## src/ccdc_pkg.sv

```systemverilog
// ----------------------------------------------------------------------------
// ccdc_pkg
// Types and codes shared by the direction-change chain code encoder.
// ----------------------------------------------------------------------------
package ccdc_pkg;

  localparam int COORD_BITS_DEF = 16;

  typedef enum logic [1:0] {
    PHASE_ORIGIN,
    PHASE_SECOND,
    PHASE_INSIDE
  } phase_t;

  typedef enum logic [1:0] {
    FAULT_NONE      = 2'd0,
    FAULT_SINGLE    = 2'd1,
    FAULT_NEIGHBOUR = 2'd2,
    FAULT_REVERSAL  = 2'd3
  } fault_t;

  localparam logic [1:0] DIR_UP    = 2'd0;
  localparam logic [1:0] DIR_RIGHT = 2'd1;
  localparam logic [1:0] DIR_DOWN  = 2'd2;
  localparam logic [1:0] DIR_LEFT  = 2'd3;

  localparam logic [1:0] TURN_STRAIGHT = 2'd0;
  localparam logic [1:0] TURN_RIGHT    = 2'd1;
  localparam logic [1:0] TURN_BACK     = 2'd2;
  localparam logic [1:0] TURN_LEFT     = 2'd3;

  localparam logic [1:0] SYM_LEFT = 2'd2;
  localparam logic [1:0] SYM_END  = 2'd3;

  typedef struct packed {
    logic [1:0] symbol;
    fault_t     fault;
    logic       last_of_run;
  } res_t;

  // Results of one point: none, one, or two.
  typedef struct packed {
    logic any;
    logic two;
    res_t r0;
    res_t r1;
  } pair_t;

endpackage

```

## src/ccdc_if.sv

```systemverilog
// ----------------------------------------------------------------------------
// ccdc_if
// Valid/ready channels for curve points and for encoded symbols.
// ----------------------------------------------------------------------------
interface ccdc_pt_if #(
  parameter int COORD_BITS = ccdc_pkg::COORD_BITS_DEF
);
  logic                         valid;
  logic                         ready;
  logic signed [COORD_BITS-1:0] pos_x;
  logic signed [COORD_BITS-1:0] pos_y;
  logic                         starts_curve;
  logic                         ends_curve;

  modport source (output valid, pos_x, pos_y, starts_curve, ends_curve, input ready);
  modport sink   (input valid, pos_x, pos_y, starts_curve, ends_curve, output ready);
endinterface

interface ccdc_res_if;
  logic       valid;
  logic       ready;
  logic [1:0] symbol;
  logic [1:0] fault;
  logic       last_of_run;

  modport source (output valid, symbol, fault, last_of_run, input ready);
  modport sink   (input valid, symbol, fault, last_of_run, output ready);
endinterface

```

## src/chain_code_direction_change_encoder.sv

```systemverilog
// ----------------------------------------------------------------------------
// Path: an accepted point passes the input register, then the result register.
// Throughput: one point per cycle while the output accepts each symbol; a curve's
// final step holds the result register until both its step and end symbols are sent.
// Reset: synchronous, active low; the encoder then awaits a curve origin.
// ----------------------------------------------------------------------------
// chain_code_direction_change_encoder
// Differential 4-connected chain code encoder: input register, step logic,
// result register.
// ----------------------------------------------------------------------------
module chain_code_direction_change_encoder #(
  parameter int COORD_BITS = ccdc_pkg::COORD_BITS_DEF
) (
  input  logic        clk,
  input  logic        rst_n,
  ccdc_pt_if.sink     in_pts,
  ccdc_res_if.source  out_res
);

  logic                         s1_valid_r;
  logic signed [COORD_BITS-1:0] s1_x_r;
  logic signed [COORD_BITS-1:0] s1_y_r;
  logic                         s1_start_r;
  logic                         s1_end_r;
  logic                         step_go;
  logic                         out_free;
  logic                         in_fire;
  ccdc_pkg::pair_t              pair;

  assign step_go      = s1_valid_r && out_free;
  assign in_pts.ready = !s1_valid_r || step_go;
  assign in_fire      = in_pts.valid && in_pts.ready;

  always_ff @(posedge clk) begin
    if (!rst_n) begin
      s1_valid_r <= 1'b0;
    end else if (in_pts.ready) begin
      s1_valid_r <= in_pts.valid;
    end
  end

  always_ff @(posedge clk) begin
    if (in_fire) begin
      s1_x_r     <= in_pts.pos_x;
      s1_y_r     <= in_pts.pos_y;
      s1_start_r <= in_pts.starts_curve;
      s1_end_r   <= in_pts.ends_curve;
    end
  end

  ccdc_step #(
    .COORD_BITS (COORD_BITS)
  ) u_step (
    .clk          (clk),
    .rst_n        (rst_n),
    .go           (step_go),
    .pos_x        (s1_x_r),
    .pos_y        (s1_y_r),
    .starts_curve (s1_start_r),
    .ends_curve   (s1_end_r),
    .pair         (pair)
  );

  ccdc_out u_out (
    .clk     (clk),
    .rst_n   (rst_n),
    .load    (step_go),
    .pair_i  (pair),
    .free    (out_free),
    .out_res (out_res)
  );

endmodule

```

## src/ccdc_step.sv

```systemverilog
// ----------------------------------------------------------------------------
// ccdc_step
// Curve state and the per-point decision: step direction, turn and faults.
// ----------------------------------------------------------------------------
module ccdc_step #(
  parameter int COORD_BITS = ccdc_pkg::COORD_BITS_DEF
) (
  input  logic                         clk,
  input  logic                         rst_n,
  input  logic                         go,
  input  logic signed [COORD_BITS-1:0] pos_x,
  input  logic signed [COORD_BITS-1:0] pos_y,
  input  logic                         starts_curve,
  input  logic                         ends_curve,
  output ccdc_pkg::pair_t              pair
);

  logic signed [COORD_BITS-1:0] prev_x_r, prev_x_nxt;
  logic signed [COORD_BITS-1:0] prev_y_r, prev_y_nxt;
  logic [1:0]                   prev_dir_r, prev_dir_nxt;
  ccdc_pkg::phase_t             phase_r, phase_nxt;

  logic signed [COORD_BITS:0] dx;
  logic signed [COORD_BITS:0] dy;
  logic                       dx_unit, dy_unit, dx_zero, dy_zero;
  logic [1:0]                 dir;
  logic [1:0]                 turn;
  logic                       open_curve;

  assign dx = {pos_x[COORD_BITS-1], pos_x} - {prev_x_r[COORD_BITS-1], prev_x_r};
  assign dy = {pos_y[COORD_BITS-1], pos_y} - {prev_y_r[COORD_BITS-1], prev_y_r};

  assign dx_zero = (dx == '0);
  assign dy_zero = (dy == '0);
  assign dx_unit = (dx == (COORD_BITS+1)'(1)) || (dx == '1);
  assign dy_unit = (dy == (COORD_BITS+1)'(1)) || (dy == '1);

  always_comb begin
    if (dx == (COORD_BITS+1)'(1)) begin
      dir = ccdc_pkg::DIR_RIGHT;
    end else if (dx == '1) begin
      dir = ccdc_pkg::DIR_LEFT;
    end else if (dy == (COORD_BITS+1)'(1)) begin
      dir = ccdc_pkg::DIR_DOWN;
    end else begin
      dir = ccdc_pkg::DIR_UP;
    end
  end

  assign turn = dir - prev_dir_r;
  assign open_curve = (phase_r == ccdc_pkg::PHASE_SECOND) ||
                      (phase_r == ccdc_pkg::PHASE_INSIDE);

  always_comb begin
    prev_x_nxt   = prev_x_r;
    prev_y_nxt   = prev_y_r;
    prev_dir_nxt = prev_dir_r;
    phase_nxt    = phase_r;
    pair.any     = 1'b0;
    pair.two     = 1'b0;
    pair.r0      = '{symbol: 2'd0, fault: ccdc_pkg::FAULT_NONE, last_of_run: 1'b1};
    pair.r1      = '{symbol: ccdc_pkg::SYM_END, fault: ccdc_pkg::FAULT_NONE,
                     last_of_run: 1'b1};

    if (starts_curve) begin
      prev_x_nxt = pos_x;
      prev_y_nxt = pos_y;
      if (ends_curve) begin
        phase_nxt     = ccdc_pkg::PHASE_ORIGIN;
        pair.any      = 1'b1;
        pair.r0.fault = ccdc_pkg::FAULT_SINGLE;
      end else begin
        phase_nxt = ccdc_pkg::PHASE_SECOND;
      end
    end else if (open_curve) begin
      if (!((dx_unit && dy_zero) || (dy_unit && dx_zero))) begin
        phase_nxt     = ccdc_pkg::PHASE_ORIGIN;
        pair.any      = 1'b1;
        pair.r0.fault = ccdc_pkg::FAULT_NEIGHBOUR;
      end else if (phase_r == ccdc_pkg::PHASE_INSIDE && turn == ccdc_pkg::TURN_BACK) begin
        phase_nxt     = ccdc_pkg::PHASE_ORIGIN;
        pair.any      = 1'b1;
        pair.r0.fault = ccdc_pkg::FAULT_REVERSAL;
      end else begin
        prev_x_nxt   = pos_x;
        prev_y_nxt   = pos_y;
        prev_dir_nxt = dir;
        phase_nxt    = ends_curve ? ccdc_pkg::PHASE_ORIGIN : ccdc_pkg::PHASE_INSIDE;
        pair.any     = 1'b1;
        pair.two     = ends_curve;
        pair.r0.last_of_run = !ends_curve;
        if (phase_r == ccdc_pkg::PHASE_SECOND) begin
          pair.r0.symbol = dir;
        end else if (turn == ccdc_pkg::TURN_LEFT) begin
          pair.r0.symbol = ccdc_pkg::SYM_LEFT;
        end else begin
          pair.r0.symbol = turn;
        end
      end
    end
  end

  always_ff @(posedge clk) begin
    if (!rst_n) begin
      prev_x_r   <= '0;
      prev_y_r   <= '0;
      prev_dir_r <= ccdc_pkg::DIR_UP;
      phase_r    <= ccdc_pkg::PHASE_ORIGIN;
    end else if (go) begin
      prev_x_r   <= prev_x_nxt;
      prev_y_r   <= prev_y_nxt;
      prev_dir_r <= prev_dir_nxt;
      phase_r    <= phase_nxt;
    end
  end

endmodule

```

## src/ccdc_out.sv

```systemverilog
// ----------------------------------------------------------------------------
// ccdc_out
// Result register holding up to two symbols of one point, sent one per
// transaction.
// ----------------------------------------------------------------------------
module ccdc_out (
  input  logic               clk,
  input  logic               rst_n,
  input  logic               load,
  input  ccdc_pkg::pair_t    pair_i,
  output logic               free,
  ccdc_res_if.source         out_res
);

  logic            p_valid_r;
  logic            p_two_r;
  logic            p_idx_r;
  ccdc_pkg::res_t  p_r0_r;
  ccdc_pkg::res_t  p_r1_r;
  ccdc_pkg::res_t  cur;
  logic            fire;
  logic            final_fire;

  assign cur        = p_idx_r ? p_r1_r : p_r0_r;
  assign fire       = p_valid_r && out_res.ready;
  assign final_fire = fire && (!p_two_r || p_idx_r);
  assign free       = !p_valid_r || final_fire;

  assign out_res.valid       = p_valid_r;
  assign out_res.symbol      = cur.symbol;
  assign out_res.fault       = cur.fault;
  assign out_res.last_of_run = cur.last_of_run;

  always_ff @(posedge clk) begin
    if (!rst_n) begin
      p_valid_r <= 1'b0;
      p_two_r   <= 1'b0;
      p_idx_r   <= 1'b0;
    end else if (load) begin
      p_valid_r <= pair_i.any;
      p_two_r   <= pair_i.two;
      p_idx_r   <= 1'b0;
    end else if (final_fire) begin
      p_valid_r <= 1'b0;
      p_idx_r   <= 1'b0;
    end else if (fire) begin
      p_idx_r   <= 1'b1;
    end
  end

  always_ff @(posedge clk) begin
    if (load) begin
      p_r0_r <= pair_i.r0;
      p_r1_r <= pair_i.r1;
    end
  end

  a_idx_two : assert property (@(posedge clk) disable iff (!rst_n)
    p_valid_r && p_idx_r |-> p_two_r)
    else $error("Second symbol selected for a point with one result.");

  a_fault_alone : assert property (@(posedge clk) disable iff (!rst_n)
    out_res.valid && out_res.fault != ccdc_pkg::FAULT_NONE |-> out_res.last_of_run && !p_two_r)
    else $error("Fault result is not the only result of its point.");

  a_end_follows : assert property (@(posedge clk) disable iff (!rst_n)
    fire && !cur.last_of_run |=> out_res.valid && out_res.symbol == ccdc_pkg::SYM_END)
    else $error("End symbol does not follow the final step of a curve.");

  a_load_free : assert property (@(posedge clk) disable iff (!rst_n)
    load |-> free)
    else $error("Result register loaded while still holding symbols.");

endmodule
```

## src/flat_wrapper.sv

```systemverilog
// flat-port wrapper written by rule: the top's interface ports become plain ports
module chain_code_direction_change_encoder_flat 
#(
  parameter int COORD_BITS = ccdc_pkg::COORD_BITS_DEF
)
  (clk, rst_n, in_pts_valid, in_pts_pos_x, in_pts_pos_y, in_pts_starts_curve, in_pts_ends_curve, in_pts_ready, out_res_valid, out_res_symbol, out_res_fault, out_res_last_of_run, out_res_ready);
  ccdc_pt_if #(.COORD_BITS(COORD_BITS)) in_pts_i ();
  ccdc_res_if out_res_i ();
  input  logic clk;
  input  logic rst_n;
  input wire logic [$bits(in_pts_i.valid)-1:0] in_pts_valid;
  input wire logic [$bits(in_pts_i.pos_x)-1:0] in_pts_pos_x;
  input wire logic [$bits(in_pts_i.pos_y)-1:0] in_pts_pos_y;
  input wire logic [$bits(in_pts_i.starts_curve)-1:0] in_pts_starts_curve;
  input wire logic [$bits(in_pts_i.ends_curve)-1:0] in_pts_ends_curve;
  output wire logic [$bits(in_pts_i.ready)-1:0] in_pts_ready;
  output wire logic [$bits(out_res_i.valid)-1:0] out_res_valid;
  output wire logic [$bits(out_res_i.symbol)-1:0] out_res_symbol;
  output wire logic [$bits(out_res_i.fault)-1:0] out_res_fault;
  output wire logic [$bits(out_res_i.last_of_run)-1:0] out_res_last_of_run;
  input wire logic [$bits(out_res_i.ready)-1:0] out_res_ready;
  assign in_pts_i.valid = in_pts_valid;
  assign in_pts_i.pos_x = in_pts_pos_x;
  assign in_pts_i.pos_y = in_pts_pos_y;
  assign in_pts_i.starts_curve = in_pts_starts_curve;
  assign in_pts_i.ends_curve = in_pts_ends_curve;
  assign in_pts_ready = in_pts_i.ready;
  assign out_res_valid = out_res_i.valid;
  assign out_res_symbol = out_res_i.symbol;
  assign out_res_fault = out_res_i.fault;
  assign out_res_last_of_run = out_res_i.last_of_run;
  assign out_res_i.ready = out_res_ready;
  chain_code_direction_change_encoder #(.COORD_BITS(COORD_BITS)) u_core (.clk(clk), .rst_n(rst_n), .in_pts(in_pts_i), .out_res(out_res_i));
endmodule
```

## config.mk

```make
export PLATFORM = sky130hd
export DESIGN_NAME = chain_code_direction_change_encoder_flat
export DESIGN_NICKNAME = d
export VERILOG_FILES = /design/src/ccdc_pkg.sv /design/src/ccdc_if.sv /design/src/chain_code_direction_change_encoder.sv /design/src/ccdc_step.sv /design/src/ccdc_out.sv /design/src/flat_wrapper.sv
export SDC_FILE = /design/constraint.sdc
export NUM_CORES = 1
export LEC_CHECK = 0
export ABC_CLOCK_PERIOD_IN_PS = 6870
export BUFFER_PORTS_ARGS = -buffer_cell sky130_fd_sc_hd__buf_2
export CORE_MARGIN = 2
export CORE_UTILIZATION = 60
export DETAILED_ROUTE_END_ITERATION = 10
export HOLD_SLACK_MARGIN = 0.05
export PLACE_DENSITY = 0.8
export SKIP_CTS_REPAIR_TIMING = 1
export SLEW_MARGIN = 20
export SYNTH_ARGS = -nofsm -noshare
export SYNTH_HDL_FRONTEND = slang
export SYNTH_SLANG_ARGS = --single-unit
```

## constraint.sdc

```tcl
create_clock -name clk -period 6.87 [get_ports clk]
set_input_delay 1.374 -clock clk [delete_from_list [all_inputs] [get_ports clk]]
set_output_delay 1.374 -clock clk [all_outputs]
set_load 0.1 [all_outputs]
```

# Yosys cells after proc, flatten, opt, wreduce, memory -nomap -nowiden
# Cells that the tools add are included.
[op_classes]
n_mux = 34
n_bitwise = 5
n_eq_ne = 9
n_addsub = 3
n_reduce_logical = 28
[op_table]
columns = ["cell", "n"]
rows = [
  ["$mux 16", 8],
  ["$eq 17x17->1 const B", 2],
  ["$eq 17x2->1 const B", 2],
  ["$logic_not 17->1", 2],
  ["$sub 16x16->17", 2],
  ["$mux 2", 13],
  ["$mux 3", 3],
  ["$mux 1", 8],
  ["$logic_and 1x1->1", 7],
  ["$logic_or 1x1->1", 7],
  ["$mux 7", 1],
  ["$eq 2x2->1 const B", 3],
  ["$reduce_bool 2->1", 3],
  ["$mux 5", 1],
  ["$not 1->1", 5],
  ["$reduce_and 5->1", 1],
  ["$logic_not 1->1", 4],
  ["$reduce_and 4->1", 1],
  ["$reduce_or 4->1", 1],
  ["$reduce_or 3->1", 1],
  ["$eq 2x1->1 const B", 1],
  ["$ne 2x1->1 const B", 1],
  ["$reduce_and 2->1", 1],
  ["$sub 2x2->2", 1],
]
[word_totals]
register_bits = 79
output_inout_bits = 7
word_cells = 94
inputBits = 38

# Depth between registers and ports, before layout
[logic_depth]
depth_word = 14
depth_mapped = 20
mapped_depth_nobuf = 18

# Hierarchy
# From an unflattened synthesis, not the netlist that was laid out.
[hier_totals]
hier_cells = 604
hier_area_um2 = 5631.7
[modules_own_cells]
columns = ["mod", "area_each_um2", "seq_area_each_um2", "n_inst", "cells_each"]
rows = [
  ["ccdc_step", 4035.1, 720.7, 1, 534],
  ["chain_code_direction_change_encoder", 1086.0, 1041.0, 1, 40],
  ["ccdc_out", 510.5, 360.3, 1, 30],
]

# Worst setup path after synthesis
# No wires, ideal clock.
[synth_path]
kind = "flip-flop to flip-flop"
startpoint = "register u_core.s1_y_r[0]"
endpoint = "register u_core.u_step.prev_x_r[0]"
t_required_ps = 6798
setup_slack_ps = 2891
stages_incl_launch_ff = 17
period_less_slack_ps = 3979
t_arrival_ps = 3908
path_buffers = 2
setup_time_ps = 72
cell_sequence = "edfxtp_1 > inv_1 > ha_1 > fa_1 > nand2b_1 > a211oi_2 > o21ai_1 > o21bai_1 > mux2_2 > or4_4 > o32ai_2 > o21a_4 > mux2i_2 > a31o_1 > buf_6 > buf_12 > mux2i_1"
[synth_via]
elab_chain_len = 10
elab_cells_between_ends = 17
cone_classes = "add/sub (2); eq/ne (4); mux (3); reduce/logical (8)"
[synth_lines]
columns = ["item", "line_no", "source"]
rows = [
  ["from (decl)", "chain_code_direction_change_encoder.sv:22", "logic signed [COORD_BITS-1:0] s1_y_r;"],
  ["from (signal assigned)", "chain_code_direction_change_encoder.sv:45", "s1_y_r <= in_pts.pos_y;"],
  ["$sub 16x16->17 (*)", "ccdc_step.sv:31", "assign dy = {pos_y[COORD_BITS-1], pos_y} - {prev_y_r[COORD_BITS-1], prev_y_r};"],
  ["$eq 17x2->1", "ccdc_step.sv:36, ccdc_step.sv:43", ""],
  ["$mux 2", "ccdc_step.sv:43", "end else if (dy == (COORD_BITS+1)'(1)) begin"],
  ["$mux 2", "ccdc_step.sv:41", "end else if (dx == '1) begin"],
  ["$mux 2", "ccdc_step.sv:39", "if (dx == (COORD_BITS+1)'(1)) begin"],
  ["$sub 2x2->2", "ccdc_step.sv:50", "assign turn = dir - prev_dir_r;"],
  ["$eq 2x2->1", "ccdc_step.sv:80", "end else if (phase_r == ccdc_pkg::PHASE_INSIDE && turn == ccdc_pkg::TURN_BACK) begin"],
  ["$logic_and 1x1->1", "ccdc_step.sv:80", ""],
  ["$ne 2x1->1 (no source line)", "n/a", ""],
  ["$reduce_and 4->1 (no source line) (*)", "n/a", ""],
  ["to (signal assigned)", "ccdc_step.sv:110", "prev_x_r <= prev_x_nxt;"],
  ["to (decl)", "ccdc_step.sv:18", "logic signed [COORD_BITS-1:0] prev_x_r, prev_x_nxt;"],
]
# Mark *: on every way between the ends. The rest lies on a longest branch, timed or not.
# A chain may end at the register's enable or synchronous reset.

# Worst setup path after layout
[layout_path]
startpoint = "register u_core.s1_x_r[0]"
endpoint = "register u_core.u_step.prev_y_r[2]"
[layout_via]
elab_chain_len = 9
elab_cells_between_ends = 16
cone_classes = "add/sub (2); eq/ne (4); mux (2); reduce/logical (8)"
[layout_lines]
columns = ["item", "line_no", "source"]
rows = [
  ["from (decl)", "chain_code_direction_change_encoder.sv:21", "logic signed [COORD_BITS-1:0] s1_x_r;"],
  ["from (signal assigned)", "chain_code_direction_change_encoder.sv:44", "s1_x_r <= in_pts.pos_x;"],
  ["$sub 16x16->17 (*)", "ccdc_step.sv:30", "assign dx = {pos_x[COORD_BITS-1], pos_x} - {prev_x_r[COORD_BITS-1], prev_x_r};"],
  ["$eq 17x17->1", "ccdc_step.sv:35, ccdc_step.sv:41", ""],
  ["$mux 2", "ccdc_step.sv:41", ""],
  ["$mux 2", "ccdc_step.sv:39", ""],
  ["$sub 2x2->2", "ccdc_step.sv:50", ""],
  ["$eq 2x2->1", "ccdc_step.sv:80", ""],
  ["$logic_and 1x1->1", "ccdc_step.sv:80", ""],
  ["$ne 2x1->1 (no source line)", "n/a", ""],
  ["$reduce_and 4->1 (no source line) (*)", "n/a", ""],
  ["to (signal assigned)", "ccdc_step.sv:111", "prev_y_r <= prev_y_nxt;"],
  ["to (decl)", "ccdc_step.sv:19", "logic signed [COORD_BITS-1:0] prev_y_r, prev_y_nxt;"],
]
# Marked as above.

==> metrics.md <==
| Metric | Value |
|---|---|
| Status | `complete, no violations` |
| Distinct cells, synth | `just under 70` |
| Fin cells | `between 700 and 800` |
| Leakage | `~0.0022 uW` |
| Main synth FF type | `dfxtp_1` |
| Number of global-route vias before repair | `roughly 4200` |
| Synthesized net count | `689` |
| Worst-Skew Late Latency | `about 350 ps` |
| Multi-input gate area in the final layout | `about 0.0032 sq mm` |
| WL per Instance | `about 15 um` |
| Ys Warns | `0` |
| CP Capture Type | `register` |
| Period utilisation layout | `just over 70%` |
| Fill cells | `706` |
| Power Density | `approximately 200 mW/mm^2` |
| Slowest stage cell, crit path | `a31o_4` |
| Slew margin rel. | `between 50 and 60%` |
| Clock sinks | `79` |
| Final Hold Vio Count | `0` |
| Number of synthesized flops with an enable pin | `39` |
| TritonCTS clock tree | `yes` |
| Placed insts | `750` |
| Async set-reset flop share out of synthesis | `0%` |
| Setup tns final | `0 ps` |
| Die X | `around 99 um` |
| DRT iter0 DRCs | `between 200 and 250` |
| CTS H-tree lvls | `3` |
| Layout cell share with drive strength beyond 1 | `13.8%` |
| DR pass1 iterations | `5` |
| Global placement routability congestion | `approximately 0.87` |
| Inserted Clock Buffers | `9` |
| GR Util All Layers | `23.9%` |
| P&R area growth vs syn | `9.89%` |
| I/O pin count | `between 40 and 50` |
| CP cell instances | `inv_1 -> ha_1 -> fa_1 -> nor2b_1 -> o211ai_2 -> a211oi_1 -> o22ai_1 -> xnor2_1 -> nand4bb_1 -> nor3_1 -> a41o_1 -> inv_1 -> ha_1 -> and3_1 -> mux2i_2 -> a31o_4 -> mux2i_1` |
| Final Power | `~1200 uW` |
| Max FO, Critical Path | `32` |
| Clock transition at path regs | `about 70 ps` |
| First-pass GRT wire length | `about 19000 um` |
| Critical setup path kind | `register to register` |
| Via count of the routed design | `4530` |
| Worst hold path class | `register to register` |
| Crit path required time | `between 7000 and 8000 ps` |
| Core region area | `~0.0087 sq mm` |
| Worst Tran Pin Value | `approximately 710 ps` |
| Clock Tree Root | `clkbuf_8` |
| Nets | `about 730` |
| Initial Utilization | `approximately 62%` |
| Input/output buffers | `44` |
| Worst EP arrival | `between 5000 and 6000 ps` |
| Setup violators final | `0` |
| Slew Limit Fails | `0` |
| Initial antenna violation count | `0` |
| Die Height | `around 99 um` |
| Clk_skew | `between 15 and 20 ps` |
| Peak VDD IR | `~0.2 mV` |
| Antenna cells | `0` |
| Fin util | `between 60% and 70%` |
| CP startpoint kind | `register` |
| Antenna Nets Post-Route | `0` |
| Register area | `a little under 0.002 sq mm` |
| Aggregate global routing overflow | `0` |
| Bufs and invs on worst path | `2` |
| Post-Synthesis Cell Area | `around 0.0054 sq mm` |
| RSZ-0062 raised after global routing | `no` |
| Final WL | `between 10000 and 15000 um` |
| Critical path's largest stage delay | `approximately 650 ps` |
| Hpwl dp | `approximately 8300 um` |
| Mean post-synth cell area | `roughly 8.8 sq um` |
| Min cycle time layout | `between 4000 and 5000 ps` |
| DRC Markers | `0` |
| Sequential cell area fraction in the yosys report | `36.4%` |
| Clock Path Buffers | `2` |
| Largest net degree at the start of global routing | `76` |
| Via/cell ratio | `between 5 and 6` |
| Die Area | `approximately 0.0098 sq mm` |
| Rows | `34` |
| Max cap viols | `0` |
| Post-Synthesis Cells | `612` |
| CP top delay family | `compound AO/OA/AOI/OAI gates` |
| Fmax | `approximately 200 MHz` |
| Register bit total from synthesis | `79` |
sequential cells by signal, summed over array words and instances, names as in the netlist, 2 cells and up:
signal                    flops
u_core.u_out.p_r0_r           5
u_core.s1_x_r                16
u_core.u_step.prev_dir_r      2
u_core.u_step.prev_y_r       16
u_core.u_step.prev_x_r       16
u_core.u_step.phase_r         2
u_core.s1_y_r                16
worst register-to-register path, cell delays in order, from the launching register on:
cell	delay, ps
edfxtp_1	360
inv_1	70
ha_1	200
fa_1	460
nor2b_1	190
o211ai_2	180
a211oi_1	470
o22ai_1	150
xnor2_1	340
nand4bb_1	250
nor3_1	200
a41o_1	190
inv_1	60
ha_1	300
and3_1	180
mux2i_2	340
a31o_4	650
mux2i_1	290
cell type report:
class                      count  area share (%)
sequential                    79            33.2
inverter                      50            3.16
tap                          108            2.27
multi-input combinational    468            53.1
clock inverter                 4            1.60
clock buffer                  12            2.44
timing repair buffer          46            4.29
cells in the mapped netlist, types with 4 or more instances:
| cell | instances | area share (%) |
|---|---|---|
| nand2_1 | 115 | 8.0 |
| inv_1 | 50 | 3.5 |
| dfxtp_1 | 40 | 15 |
| edfxtp_1 | 39 | 22 |
| ha_1 | 37 | 8.6 |
| mux2i_1 | 35 | 6.5 |
| nor2_1 | 32 | 2.2 |
| a21oi_1 | 30 | 2.8 |
| nand3_1 | 18 | 1.7 |
| o21ai_0 | 18 | 1.7 |
| or2_2 | 11 | 1.3 |
| xor2_1 | 10 | 1.6 |
| clkbuf_1 | 9 | 0.62 |
| nand4_1 | 9 | 1.0 |
| nor2b_1 | 9 | 1.0 |
| nor3_1 | 9 | 0.83 |
| nor4_1 | 9 | 1.0 |
| a211oi_1 | 8 | 1.1 |
| a21boi_0 | 8 | 1.1 |
| nand2b_1 | 8 | 0.92 |
| xnor2_1 | 8 | 1.3 |
| o21a_1 | 6 | 0.83 |
| o21ai_1 | 6 | 0.55 |
| and2_1 | 5 | 0.58 |
| and3_1 | 4 | 0.46 |
| o2111ai_1 | 4 | 0.65 |
| or3_1 | 4 | 0.46 |
| or4_1 | 4 | 0.55 |
layout by cell type, fill, tap and decap left out, drive strengths merged, types with 11 or more instances in the layout:
master / count
buf: 46
mux2i: 36
a21oi: 31
nand3: 18
or2: 11
edfxtp: 39
clkbuf: 12
nand2: 115
ha: 37
inv: 50
nor2: 32
a211oi: 11
o21ai: 24
dfxtp: 40
path summary, 6_finish.rpt:
path	startpoint	endpoint	slack, ps	depth (start not counted)
setup reg to reg	u_core.s1_x_r[0]	u_core.u_step.prev_y_r[2]	1960	17
setup / recovery	u_core.s1_x_r[0]	u_core.u_step.prev_y_r[2]	1960	17
hold / removal	u_core.u_step.prev_x_r[12]	u_core.u_step.prev_x_r[12]	460	2
hold reg to reg	u_core.u_step.prev_x_r[12]	u_core.u_step.prev_x_r[12]	460	2
through the flow:
step,instance area (sq um),setup WS (ps),hold slack (ps)
3_5_place_dp,5680,2080,451
5_1_grt,5950,1570,483
2_1_floorplan,5410,2890,435
4_1_cts,5920,2040,463
3_3_place_gp,5670,1920,442
6_report,5950,1960,459
layer usage:
metal  part of all wire (%)  routed length, um  global-route usage, %
met5                      0                  0                      0
met4                    1.1                127                   6.95
met3                    3.8                438                   3.55
met2                     47               5360                   38.9
met1                     48               5520                   33.3
report_power, final:
group / internal, uW / switching (uW) / total (uW)
registers: 516 / 11.4 / 527
clock network: 251 / 168 / 419
logic: 99.2 / 166 / 265
total: 866 / 345 / 1210
kinds of logic after synthesis:
logic type | synth area share [%]
buf+inv | 5.59
simple gates | 22.3
fa+ha+maj | 9.29
flops | 36.4
compound gates | 16.6
mux | 6.93
xor+xnor | 2.91
Power figures use the tool's default switching activity.
